**config.mk**
```make
export PLATFORM = sky130hd
export DESIGN_NAME = s512h_ctrl
export DESIGN_NICKNAME = d
export VERILOG_FILES = /design/src/hw/rtl/sha512_256_hasher_macros.svh /design/src/hw/rtl/s512h_pkg.sv /design/src/hw/rtl/s512h_ctrl.sv
export SDC_FILE = /design/constraint.sdc
export NUM_CORES = 1
export LEC_CHECK = 0
export BUFFER_PORTS_ARGS = -buffer_cell sky130_fd_sc_hd__buf_2
export CORE_UTILIZATION = 45
export DETAILED_ROUTE_END_ITERATION = 10
export GPL_ROUTABILITY_DRIVEN = 0
export PLACE_DENSITY = 0.72
export SYNTH_ARGS = -nofsm -noshare
export SYNTH_HDL_FRONTEND = slang
export SYNTH_SLANG_ARGS = --single-unit
```
**constraint.sdc**
```tcl
create_clock -name aclk -period 2.15 [get_ports aclk]
set_clock_uncertainty 0.2 [all_clocks]
set_input_delay 0.1075 -clock aclk [delete_from_list [all_inputs] [get_ports aclk]]
set_output_delay 0.1075 -clock aclk [all_outputs]
set_load 0.005 [all_outputs]
```
**src/hw/rtl/sha512_256_hasher_macros.svh**
```systemverilog
// ----------------------------------------------------------------------------
// sha512_256_hasher_macros : assertion helpers
// Short forms for clocked implication checks, gated by the active-low reset.
// ----------------------------------------------------------------------------
`ifndef SHA512_256_HASHER_MACROS_SVH
`define SHA512_256_HASHER_MACROS_SVH

// same-cycle implication
`define S512H_ASSERT_SAME(label, clk, rstn, ante, cons) \
    label: assert property (@(posedge clk) disable iff (!(rstn)) (ante) |-> (cons)) \
        else $error("s512h check failed");

// next-cycle implication
`define S512H_ASSERT_NEXT(label, clk, rstn, ante, cons) \
    label: assert property (@(posedge clk) disable iff (!(rstn)) (ante) |=> (cons)) \
        else $error("s512h check failed");

`endif

```
**src/hw/rtl/s512h_pkg.sv**
```systemverilog
// ----------------------------------------------------------------------------
// s512h_pkg
// Shared types, constants and round functions of the SHA-512/256 hasher.
// ----------------------------------------------------------------------------
`default_nettype none

package s512h_pkg;

    localparam int ROUNDS          = 80;
    localparam int WORDS_PER_BLOCK = 16;

    localparam logic [6:0]  LAST_ROUND     = 7'(ROUNDS - 1);
    localparam logic [3:0]  LAST_SLOT      = 4'(WORDS_PER_BLOCK - 1);
    localparam logic [3:0]  LEN_HI_SLOT    = 4'(WORDS_PER_BLOCK - 2);
    localparam logic [3:0]  BYTES_PER_WORD = 4'd8;
    localparam logic [7:0]  MARK_BYTE      = 8'b10000000;
    localparam logic [63:0] MARK_WORD      = {MARK_BYTE, 56'h0};

    // SHA-512/256 initial hash value
    localparam logic [63:0] H_INIT [8] = '{
        64'h22312194FC2BF72C, 64'h9F555FA3C84C64C2,
        64'h2393B86B6F53B151, 64'h963877195940EABD,
        64'h96283EE2A88EFFE3, 64'hBE5E1E2553863992,
        64'h2B0199FC2C85B8AA, 64'h0EB72DDC81C52CA2
    };

    // source of a word written to the block buffer
    typedef enum logic [2:0] {
        SRC_DATA,
        SRC_TAIL,
        SRC_MARK,
        SRC_ZERO,
        SRC_LEN
    } wsel_t;

    typedef struct packed {
        logic       push;
        wsel_t      wsel;
        logic [3:0] slot;
        logic       bc_en;
        logic [3:0] bc_add;
        logic       load;
        logic       round;
        logic [6:0] kidx;
        logic       update;
        logic       finish;
    } dp_cmd_t;

    typedef struct packed {
        logic out_busy;
    } dp_stat_t;

    function automatic logic [3:0] sat_count(input logic [3:0] c);
        return (c > BYTES_PER_WORD) ? BYTES_PER_WORD : c;
    endfunction

    function automatic logic [63:0] rotr(input logic [63:0] x, input int n);
        return (x >> n) | (x << (64 - n));
    endfunction

    function automatic logic [63:0] big_sigma0(input logic [63:0] x);
        return rotr(x, 28) ^ rotr(x, 34) ^ rotr(x, 39);
    endfunction

    function automatic logic [63:0] big_sigma1(input logic [63:0] x);
        return rotr(x, 14) ^ rotr(x, 18) ^ rotr(x, 41);
    endfunction

    function automatic logic [63:0] small_sigma0(input logic [63:0] x);
        return rotr(x, 1) ^ rotr(x, 8) ^ (x >> 7);
    endfunction

    function automatic logic [63:0] small_sigma1(input logic [63:0] x);
        return rotr(x, 19) ^ rotr(x, 61) ^ (x >> 6);
    endfunction

    // round constants; indexes past the last round read as zero
    function automatic logic [63:0] round_k(input logic [6:0] t);
        logic [63:0] k;
        case (t)
            7'd0:  k = 64'h428a2f98d728ae22;
            7'd1:  k = 64'h7137449123ef65cd;
            7'd2:  k = 64'hb5c0fbcfec4d3b2f;
            7'd3:  k = 64'he9b5dba58189dbbc;
            7'd4:  k = 64'h3956c25bf348b538;
            7'd5:  k = 64'h59f111f1b605d019;
            7'd6:  k = 64'h923f82a4af194f9b;
            7'd7:  k = 64'hab1c5ed5da6d8118;
            7'd8:  k = 64'hd807aa98a3030242;
            7'd9:  k = 64'h12835b0145706fbe;
            7'd10: k = 64'h243185be4ee4b28c;
            7'd11: k = 64'h550c7dc3d5ffb4e2;
            7'd12: k = 64'h72be5d74f27b896f;
            7'd13: k = 64'h80deb1fe3b1696b1;
            7'd14: k = 64'h9bdc06a725c71235;
            7'd15: k = 64'hc19bf174cf692694;
            7'd16: k = 64'he49b69c19ef14ad2;
            7'd17: k = 64'hefbe4786384f25e3;
            7'd18: k = 64'h0fc19dc68b8cd5b5;
            7'd19: k = 64'h240ca1cc77ac9c65;
            7'd20: k = 64'h2de92c6f592b0275;
            7'd21: k = 64'h4a7484aa6ea6e483;
            7'd22: k = 64'h5cb0a9dcbd41fbd4;
            7'd23: k = 64'h76f988da831153b5;
            7'd24: k = 64'h983e5152ee66dfab;
            7'd25: k = 64'ha831c66d2db43210;
            7'd26: k = 64'hb00327c898fb213f;
            7'd27: k = 64'hbf597fc7beef0ee4;
            7'd28: k = 64'hc6e00bf33da88fc2;
            7'd29: k = 64'hd5a79147930aa725;
            7'd30: k = 64'h06ca6351e003826f;
            7'd31: k = 64'h142929670a0e6e70;
            7'd32: k = 64'h27b70a8546d22ffc;
            7'd33: k = 64'h2e1b21385c26c926;
            7'd34: k = 64'h4d2c6dfc5ac42aed;
            7'd35: k = 64'h53380d139d95b3df;
            7'd36: k = 64'h650a73548baf63de;
            7'd37: k = 64'h766a0abb3c77b2a8;
            7'd38: k = 64'h81c2c92e47edaee6;
            7'd39: k = 64'h92722c851482353b;
            7'd40: k = 64'ha2bfe8a14cf10364;
            7'd41: k = 64'ha81a664bbc423001;
            7'd42: k = 64'hc24b8b70d0f89791;
            7'd43: k = 64'hc76c51a30654be30;
            7'd44: k = 64'hd192e819d6ef5218;
            7'd45: k = 64'hd69906245565a910;
            7'd46: k = 64'hf40e35855771202a;
            7'd47: k = 64'h106aa07032bbd1b8;
            7'd48: k = 64'h19a4c116b8d2d0c8;
            7'd49: k = 64'h1e376c085141ab53;
            7'd50: k = 64'h2748774cdf8eeb99;
            7'd51: k = 64'h34b0bcb5e19b48a8;
            7'd52: k = 64'h391c0cb3c5c95a63;
            7'd53: k = 64'h4ed8aa4ae3418acb;
            7'd54: k = 64'h5b9cca4f7763e373;
            7'd55: k = 64'h682e6ff3d6b2b8a3;
            7'd56: k = 64'h748f82ee5defb2fc;
            7'd57: k = 64'h78a5636f43172f60;
            7'd58: k = 64'h84c87814a1f0ab72;
            7'd59: k = 64'h8cc702081a6439ec;
            7'd60: k = 64'h90befffa23631e28;
            7'd61: k = 64'ha4506cebde82bde9;
            7'd62: k = 64'hbef9a3f7b2c67915;
            7'd63: k = 64'hc67178f2e372532b;
            7'd64: k = 64'hca273eceea26619c;
            7'd65: k = 64'hd186b8c721c0c207;
            7'd66: k = 64'heada7dd6cde0eb1e;
            7'd67: k = 64'hf57d4f7fee6ed178;
            7'd68: k = 64'h06f067aa72176fba;
            7'd69: k = 64'h0a637dc5a2c898a6;
            7'd70: k = 64'h113f9804bef90dae;
            7'd71: k = 64'h1b710b35131c471b;
            7'd72: k = 64'h28db77f523047d84;
            7'd73: k = 64'h32caab7b40c72493;
            7'd74: k = 64'h3c9ebe0a15c9bebc;
            7'd75: k = 64'h431d67c49c100d4c;
            7'd76: k = 64'h4cc5d4becb3e42b6;
            7'd77: k = 64'h597f299cfc657e2a;
            7'd78: k = 64'h5fcb6fab3ad6faec;
            7'd79: k = 64'h6c44198c4a475817;
            default: k = 64'h0;
        endcase
        return k;
    endfunction

endpackage

`default_nettype wire

```
**src/hw/rtl/s512h_ctrl.sv**
```systemverilog
// ----------------------------------------------------------------------------
// s512h_ctrl
// Controller: word intake, padding sequence, round count and digest hand-off.
// ----------------------------------------------------------------------------
`default_nettype none

module s512h_ctrl (
    input  wire logic                aclk,
    input  wire logic                aresetn,
    input  wire logic                s_valid,
    input  wire logic                s_last,
    input  wire logic [3:0]          s_count,
    output logic                     s_ready,
    output s512h_pkg::dp_cmd_t       cmd,
    input  wire s512h_pkg::dp_stat_t stat
);
    import s512h_pkg::*;

    typedef enum logic [6:0] {
        ST_IDLE   = 7'b0000001,
        ST_MARK   = 7'b0000010,
        ST_PAD    = 7'b0000100,
        ST_LOAD   = 7'b0001000,
        ST_ROUND  = 7'b0010000,
        ST_UPDATE = 7'b0100000,
        ST_FIN    = 7'b1000000
    } state_t;

    state_t     state_reg, state_next;
    logic [3:0] slot_reg, slot_next;
    logic [6:0] rnd_reg, rnd_next;
    logic       mark_reg, mark_next;     // full last word: marker word still due
    logic       pad_reg, pad_next;       // padding under way
    logic       extra_reg, extra_next;   // length does not fit: one more block
    logic       done_reg, done_next;     // length word pushed
    logic [3:0] cnt;

    assign cnt = sat_count(s_count);

    always_comb begin
        state_next = state_reg;
        slot_next  = slot_reg;
        rnd_next   = rnd_reg;
        mark_next  = mark_reg;
        pad_next   = pad_reg;
        extra_next = extra_reg;
        done_next  = done_reg;
        s_ready    = 1'b0;

        cmd.push   = 1'b0;
        cmd.wsel   = SRC_ZERO;
        cmd.slot   = slot_reg;
        cmd.bc_en  = 1'b0;
        cmd.bc_add = BYTES_PER_WORD;
        cmd.load   = 1'b0;
        cmd.round  = 1'b0;
        cmd.kidx   = rnd_reg + 7'd1;
        cmd.update = 1'b0;
        cmd.finish = 1'b0;

        case (state_reg)
            ST_IDLE: begin
                s_ready = 1'b1;
                if (s_valid) begin
                    cmd.push  = 1'b1;
                    cmd.bc_en = 1'b1;
                    cmd.wsel  = SRC_DATA;
                    if (s_last) begin
                        cmd.bc_add = cnt;
                        if (cnt == BYTES_PER_WORD) begin
                            mark_next = 1'b1;
                        end else begin
                            cmd.wsel   = SRC_TAIL;
                            pad_next   = 1'b1;
                            extra_next = (slot_reg == LEN_HI_SLOT);
                        end
                    end
                    if (slot_reg == LAST_SLOT) begin
                        state_next = ST_LOAD;
                    end else if (s_last) begin
                        state_next = (cnt == BYTES_PER_WORD) ? ST_MARK : ST_PAD;
                    end
                end
            end
            ST_MARK: begin
                cmd.push   = 1'b1;
                cmd.wsel   = SRC_MARK;
                mark_next  = 1'b0;
                pad_next   = 1'b1;
                extra_next = (slot_reg == LEN_HI_SLOT);
                state_next = (slot_reg == LAST_SLOT) ? ST_LOAD : ST_PAD;
            end
            ST_PAD: begin
                cmd.push = 1'b1;
                cmd.wsel = (slot_reg == LAST_SLOT && !extra_reg) ? SRC_LEN : SRC_ZERO;
                if (slot_reg == LAST_SLOT) begin
                    if (extra_reg) begin
                        extra_next = 1'b0;
                    end else begin
                        done_next = 1'b1;
                    end
                    state_next = ST_LOAD;
                end
            end
            ST_LOAD: begin
                cmd.load   = 1'b1;
                cmd.kidx   = '0;
                rnd_next   = '0;
                state_next = ST_ROUND;
            end
            ST_ROUND: begin
                cmd.round = 1'b1;
                if (rnd_reg == LAST_ROUND) begin
                    rnd_next   = '0;
                    state_next = ST_UPDATE;
                end else begin
                    rnd_next = rnd_reg + 7'd1;
                end
            end
            ST_UPDATE: begin
                cmd.update = 1'b1;
                if (done_reg) begin
                    state_next = ST_FIN;
                end else if (mark_reg) begin
                    state_next = ST_MARK;
                end else if (pad_reg) begin
                    state_next = ST_PAD;
                end else begin
                    state_next = ST_IDLE;
                end
            end
            ST_FIN: begin
                if (!stat.out_busy) begin
                    cmd.finish = 1'b1;
                    done_next  = 1'b0;
                    pad_next   = 1'b0;
                    state_next = ST_IDLE;
                end
            end
            default: begin
                state_next = ST_IDLE;
            end
        endcase

        if (cmd.push) begin
            slot_next = slot_reg + 4'd1;
        end
    end

    always_ff @(posedge aclk) begin
        if (!aresetn) begin
            state_reg <= ST_IDLE;
            slot_reg  <= '0;
            rnd_reg   <= '0;
            mark_reg  <= 1'b0;
            pad_reg   <= 1'b0;
            extra_reg <= 1'b0;
            done_reg  <= 1'b0;
        end else begin
            state_reg <= state_next;
            slot_reg  <= slot_next;
            rnd_reg   <= rnd_next;
            mark_reg  <= mark_next;
            pad_reg   <= pad_next;
            extra_reg <= extra_next;
            done_reg  <= done_next;
        end
    end

endmodule

`default_nettype wire

```
Word level (Yosys, flattened, before mapping) --
Cells that the tools add are included.
Operators by class: multiplexer cells 47, $add $sub $neg 2, reduce and logical (&&, ||, !) cells 12, eq/ne operators 20, magnitude comparators 1
Operators with widths (count):
- $mux W7 | 10
- $pmux W7 S7 | 1
- $mux W1 | 21
- $mux W4 | 4
- $ne A2 B2 Y1 const B | 8
- $reduce_and A5 Y1 | 3
- $eq A7 B7 Y1 const B | 2
- $pmux W7 S2 | 1
- $eq A4 B4 Y1 const B | 3
- $pmux W4 S3 | 1
- $mux W5 | 2
- $mux W3 | 3
- $reduce_and A4 Y1 | 2
- $add A7 B1 Y7 const B | 1
- $eq A7 B1 Y1 const B | 1
- $eq A7 B2 Y1 const B | 1
- $eq A7 B3 Y1 const B | 1
- $eq A7 B4 Y1 const B | 1
- $eq A7 B5 Y1 const B | 1
- $eq A7 B6 Y1 const B | 1
- $pmux W1 S3 | 2
- $reduce_bool A2 Y1 | 3
- $reduce_bool A3 Y1 | 2
- $add A4 B1 Y4 const B | 1
- 5 further kinds | 6
Word-level totals: flip-flop bits (word level) 22, output and inout bits 25

Logic depth before layout (Yosys ltp) --
Gate-level depths: netlist (run 1).
word-level depth 8, gate-level depth with buffers 8, depth with buffers taken out 6

Worst setup path after synthesis (run 1) --
OpenSTA, ideal clock, no wires.
path type register to register, start register state_reg[1], end register state_reg[2], slack 0.062 ns, stages on the path, launching flop included 9, buffers on the path 2, period minus slack after synthesis 2.088 ns, data arrival time 1.768 ns, setup time 0.119 ns, cell sequence dfxtp_1 -> buf_6 -> or4_4 -> or3_1 -> buf_6 -> clkinv_8 -> a211oi_1 -> a31oi_1 -> nor3b_1
On the way: cells in the longest elaborated chain, start to end 3, elaborated cells on any way between the ends 14, classes of those cells eq/ne (12); mux (1); reduce/logical (1)
Ends and longest elaborated chain:
- from (decl) | line s512h_ctrl.sv:29 | state_t state_reg, state_next;
- from (signal assigned) | line s512h_ctrl.sv:160 | state_reg <= state_next;
- $eq A7 B1 Y1, or another cell as far along | line s512h_ctrl.sv:61 | case (state_reg)
- $ne A3 B3 Y1 (no line) or $ne A2 B2 Y1 (tied branches)
- $reduce_and A5 Y1 (no line)
Parallel ways exist; a longest one is shown, timed or not. A chain may end at the register's enable or synchronous reset.

==> results.sh, run 1 <==
export IMPL_outcome="finished clean"
export IMPL_ys_async_sr_fraction_pct=0
export IMPL_r2r_start="state_reg[5]"
export IMPL_intPower_w=0.000824
export IMPL_grt_pass1_wl_um=5220
export IMPL_place_hpwl_um=2440
export IMPL_pwr_density_cell_nw_per_um2=692
export IMPL_antenna_found_initial=0
export IMPL_rsz0062_at_grt="yes"
export IMPL_p_leak_nw=0.847
export IMPL_netSwitchingPower_w=0.000468
export IMPL_clk_pin_slew_worst_paths_ps=120
export IMPL_critPathKind="flop to primary output"
export IMPL_start_kind="flop"
export IMPL_clkSinkCount=22
export IMPL_core_um2=3030
export IMPL_setup_violations=0
export IMPL_clk_path_buf_depth=2
export IMPL_ys_flop_type="dfxtp_1"
export IMPL_cp_arrival_ps=1820
export IMPL_layout_setup_ws_ps=24.0
export IMPL_dr_pass1_iters=4
export IMPL_yosysSeqAreaShare_pct=31.1
export IMPL_wl_um=3320
export IMPL_drive_gt1_share_pct=31.9
export IMPL_root_buffer="clkbuf_4"
export IMPL_die_w_um=58.1
export IMPL_synth_edff_count=0
export IMPL_cts_tree="built"
export IMPL_track_usage_pct=19.8
export IMPL_drc=0
export IMPL_synth_adder_area_share_pct=2.65
export IMPL_seq_power_share_pct=37.5
export IMPL_drv_cap=0
export IMPL_switching_share_pct=36.2
export IMPL_holdCritStartpoint="s_count[1]"
export IMPL_finalInstanceArea_um2=1870
export IMPL_period_minus_slack_ps=2130
export IMPL_nets=239
export IMPL_synth_warnings=0
export IMPL_ys_types=48
export IMPL_port_buffers=33
export IMPL_cts_buffers=3
export IMPL_via_count=1432
export IMPL_ir_drop_mv=0.417
export IMPL_reg2reg_depth=5
export IMPL_synth_top_family_by_area="simple AND/OR/NAND/NOR gates"
export IMPL_p_comb_share_pct=44.9
export IMPL_hold_path_depth=3
export IMPL_clk_latency_ps=310
export IMPL_pre_cts_slack_ps=-16.9
export IMPL_gr_total_overflow=0
export IMPL_avgSynthCellArea_um2=8.10
export IMPL_synthesis_nets=187
export IMPL_n_antenna_cell=0
export IMPL_slew_violations=0
export IMPL_finalPower_w=0.00129
export IMPL_first_iter_violations=61
export IMPL_wl_per_cell_um=12.3
export IMPL_fmax_ghz=0.470
export IMPL_worstMarginPinSlew_ps=405
export IMPL_max_slew_margin_pct=72.7
export IMPL_die_y_um=58.1
export IMPL_hold_violations=0
export IMPL_worst_r2r_setup_slack_ps=60
export IMPL_hold_path_class="input pin to primary output"
export IMPL_min_to="cmd[12]"
export IMPL_first_global_vias=1165
export IMPL_ant_nets=0
export IMPL_die_area_um2=3380
export IMPL_post_drt_via_cell_ratio=5.30
export IMPL_fin_crit_sh_pct=98.9
export IMPL_syn_cell_area_um2=1420
export IMPL_htree_levels=1
export IMPL_syn_to_final_growth_pct=31.7
export IMPL_dpl_instance_area_um2=1680
export IMPL_muxShareOfSynthArea_pct=2.82
export IMPL_synth_compound_area_share_pct=16.3
export IMPL_endpoint_kind="primary output"
export IMPL_pwr_share_clk_pct=17.6
export IMPL_synth_xor_area_share_pct=4.94
export IMPL_initial_utilization_pct=46.8
export IMPL_crit_path_max_fanout=4
export IMPL_ios=34
export IMPL_crit_required_ps=1840
export IMPL_num_rows=20
export IMPL_synthCells=175
export IMPL_grt_max_degree=23
export IMPL_ys_seq_elements=22
export IMPL_rr_endpoint="rnd_reg[6]"
export IMPL_synth_simple_gate_area_share_pct=36.1
## how the worst max path moves through the flow
stage                       from      endpoint  slack [ps]  depth (start not counted)
floorplan           state_reg[1]  state_reg[2]          60                          8
global placement    state_reg[5]  state_reg[2]          40                          6
detailed placement  state_reg[5]  state_reg[2]         -20                          6
CTS                 state_reg[5]       cmd[23]         -10                          6
global route        state_reg[5]        cmd[7]         -70                          5
finish              state_reg[5]        cmd[3]          20                          5
## layout by cell type (no fill, tap or decap), drive strengths merged, types with 2 or more instances in the layout
cell type / count
a31o: 2
clkbuf: 4
o21a: 3
o211ai: 2
or3: 2
nand2: 11
nor2b: 7
nor3: 5
and2: 8
dlygate4sd3: 5
a31oi: 2
nor3b: 3
o21ai: 7
buf: 49
nand3: 9
nand2b: 5
and3: 2
nand3b: 3
a21boi: 2
xor2: 3
ha: 3
nor4: 3
dfxtp: 22
mux2i: 4
xnor2: 5
nor2: 23
inv: 7
nand4b: 3
a211oi: 2
and4: 3
a21oi: 4
## through the flow
| step | TNS (ps) | cells | utilization [%] | hold slack (ps) |
|---|---|---|---|---|
| global placement | 0 | 257 | 55.6 | 231 |
| finish | 0 | 270 | 61.7 | 284 |
| detailed placement | -18.3 | 257 | 55.6 | 233 |
| CTS | -12.3 | 266 | 59.0 | 284 |
| global route | -455 | 270 | 61.7 | 302 |
| floorplan | 0 | 175 | - | 59.3 |
## cell families (layout without fill, tap and decap cells)
kind of cell / Yosys count / after routing
multiplexers: 4 / 4
XOR/XNOR: 8 / 8
buffers and inverters: 15 / 66
AO/OA/AOI/OAI: 32 / 32
flip-flops: 22 / 22
adder cells (fa/ha/maj): 3 / 3
AND/OR/NAND/NOR: 91 / 91
## routing by layer
| layer | wire, um | GRT usage [%] |
|---|---|---|
| met1 | 1540 | 27.5 |
| met2 | 1570 | 31.5 |
| met3 | 189 | 4.91 |
| met4 | 19 | 3.40 |
| met5 | 0 | 0 |
## repair_timing
action                                  CTS  global route
hold endpoints to repair                  4             0
setup buffers                             0             3
pin swaps                                 1             2
gates cloned                              0             1
hold buffers                              5             0
endpoints found under the setup margin    8            19
gates resized for setup                   3            13
## worst max-delay path, stage by stage, from the launching register on
cell     delay (ps)
dfxtp_2         340
or4_4           560
nor4b_4         250
buf_2           190
nor2b_1          50
buf_2           120
## area by class of cell
cell class / instances / area, um^2
Fill cell: 275 / 1160
Multi-Input combinational cell: 138 / 950
Sequential cell: 22 / 444
Timing Repair Buffer: 54 / 339
Tap cell: 44 / 55.1
Inverter: 8 / 42.5
Clock buffer: 4 / 36.3
## power by group through the flow
stage	Combinational, W	Clock, W	Sequential [W]
floorplan	0.000368	0	0.000484
global route	0.000636	0.000259	0.000489
global placement	0.000498	0	0.000491
finish	0.000581	0.000227	0.000484
detailed placement	0.000505	0	0.000493
CTS	0.000516	0.000236	0.000484
## Yosys cell counts (all sizes together), types with 4 or more instances
cell | n | share of area, %
mux2i | 4 | 2.8
dfxtp | 22 | 31
xnor2 | 5 | 3.1
nor2b | 7 | 3.1
a21oi | 4 | 1.4
nand2 | 11 | 2.9
nand3 | 9 | 3.5
nor3 | 5 | 1.8
inv | 7 | 1.9
buf | 4 | 2.3
nand2b | 5 | 2.2
and2 | 8 | 3.7
nor2 | 23 | 6.1
o21ai | 7 | 2.5
Power figures use the tool's default switching activity.
==> run 2, diff against run 1 <==
==> constraint.sdc (replaced) <==
create_clock -name aclk -period 2.15 [get_ports aclk]
set_clock_uncertainty 0.2 [all_clocks]
set_input_delay 0.3225 -clock aclk [delete_from_list [all_inputs] [get_ports aclk]]
set_output_delay 0.3225 -clock aclk [all_outputs]
set_load 0.005 [all_outputs]
==> run 2 against run 1 <==
  * The run now ends with setup timing left
  * Maximum frequency decreased by 8.4%
  * Flip-flop and latch count unchanged
  * Via count decreased by 1.6%
  * Worst hold slack got worse by 150 ps
  * Setup slack got worse by 190 ps
  * Critical path type unchanged
==> results.sh, run 2 (synthesis results as in run 1) <==
export IMPL_drive_gt1_share_pct=38.1
export IMPL_slew_violations=0
export IMPL_fin_crit_sh_pct=108
export IMPL_final_cells=270
export IMPL_port_buffers=33
export IMPL_final_util_pct=62.4
export IMPL_max_slew_margin_pct=73.3
export IMPL_drv_cap=0
export IMPL_holdCritStartpoint="s_count[3]"
export IMPL_root_buffer="clkbuf_4"
export IMPL_n_antenna_cell=0
export IMPL_place_hpwl_um=2410
export IMPL_ir_drop_mv=0.515
export IMPL_cp_arrival_ps=1800
export IMPL_cts_tree="built"
export IMPL_first_global_vias=1169
export IMPL_clk_latency_ps=310
export IMPL_endpoint_kind="primary output"
export IMPL_layout_setup_ws_ps=-171
export IMPL_path_buf_inv=2
export IMPL_failed_checks="setup timing"
export IMPL_outcome="complete, but fails checks"
export IMPL_place_inst=259
export IMPL_ant_nets=0
export IMPL_dr_pass1_iters=4
export IMPL_track_usage_pct=20.1
export IMPL_syn_to_final_growth_pct=33.2
export IMPL_final_cell_mix="buf_2 (33), buf_4 (21), nor2_1 (18), dfxtp_1 (17), nand2_1 (11)"
export IMPL_cts_hold_buffers=0
export IMPL_via_count=1409
export IMPL_max_stage_delay_ps=540
export IMPL_clk_path_buf_depth=2
export IMPL_final_common_cell="buf_2"
export IMPL_grt_max_degree=23
export IMPL_drc=0
export IMPL_rsz0062_at_grt="yes"
export IMPL_r2r_start="state_reg[5]"
export IMPL_grt_pass1_wl_um=5290
export IMPL_crit_required_ps=1630
export IMPL_num_rows=20
export IMPL_hold_path_class="input pin to flop"
export IMPL_first_iter_violations=51
export IMPL_crit_family="simple AND/OR/NAND/NOR gates"
export IMPL_p_leak_nw=0.849
export IMPL_ios=34
export IMPL_path_cells="or4_4 > or3_4 > clkinv_8 > buf_2"
export IMPL_hold_ws_ps=131
export IMPL_crit_slowest_cell="or4_4"
export IMPL_die_area_um2=3380
export IMPL_nets=239
export IMPL_crit_path_max_fanout=8
export IMPL_gr_total_overflow=0
export IMPL_start_kind="flop"
export IMPL_wl_per_cell_um=12.5
export IMPL_die_w_um=58.1
export IMPL_pre_cts_slack_ps=-4.50
export IMPL_setup_violations=16
export IMPL_htree_levels=1
export IMPL_clk_pin_slew_worst_paths_ps=120
export IMPL_clkSinkCount=22
export IMPL_critPathKind="flop to primary output"
export IMPL_core_um2=3030
export IMPL_initial_utilization_pct=46.8
export IMPL_wl_um=3370
export IMPL_startpoint="state_reg[5]"
export IMPL_antenna_found_initial=0
export IMPL_pwr_density_cell_nw_per_um2=738
export IMPL_period_minus_slack_ps=2320
export IMPL_fmax_ghz=0.431
export IMPL_nFillCells=289
export IMPL_die_y_um=58.1
export IMPL_worstMarginPinSlew_ps=396
export IMPL_hold_violations=0
export IMPL_post_drt_via_cell_ratio=5.22
export IMPL_cts_buffers=3
export IMPL_fin_setup_tns_ps=-2060
==> run 2: cell count changes in the layout (fill, tap and decap cells not counted), sizes merged <==
cell / change
buf: +5
dlygate4sd3: -5
==> run 2: cell type report <==
cell class / instances / area (um^2) / share of cell area (%)
tap: 44 / 55.1 / 2.92
multi-input combinational: 138 / 980 / 51.9
sequential: 22 / 449 / 23.8
clock buffer: 4 / 36.3 / 1.92
inverter: 8 / 45.0 / 2.39
timing repair buffer: 54 / 323 / 17.1
==> run 2: worst reg2reg max path: cells and delay by family, from the launching register on <==
family / cells / cell delay, ps
simple gates: 3 / 1090
compound gates: 2 / 420
flops: 1 / 330
==> run 2: report_power, final <==
part | internal, W | switching (W)
clock network | 0.000103 | 0.000125
registers | 0.000454 | 0.0000412
logic | 0.000326 | 0.000344
==> run 2: stage by stage <==
| step | instance area, um^2 | total power, W |
|---|---|---|
| after global placement | 1700 | 0.00101 |
| after detailed placement | 1700 | 0.00101 |
| final | 1890 | 0.00139 |
| after CTS | 1790 | 0.00130 |
| after floorplan | 1420 | 0.000852 |
| after global routing | 1890 | 0.00149 |
==> run 2: repair_timing <==
item                       in CTS  in global routing
buffers inserted                3                  4
gates resized for setup         9                 18
pin swaps                       3                  5
setup endpoints to repair      22                 26
==> run 2: path summary, 6_finish.rpt <==
check	end	slack, ps	cells past startpoint
worst max-delay path	cmd[9]	-170	4
worst min-delay path	state_reg[1]	130	3
worst max register to register	rnd_reg[6]	20	5
worst min register to register	slot_reg[3]	340	2
==> run 2: metal layers <==
| metal | part of all wire [%] | vias to the layer above | GRT usage (%) |
|---|---|---|---|
| met3 | 3.5 | 2 | 4.69 |
| met1 | 47 | 655 | 27.2 |
| met2 | 49 | 27 | 32.8 |
| met4 | 0.59 | 0 | 3.74 |
| met5 | 0 | - | 0 |
| li1 | - | 725 | - |
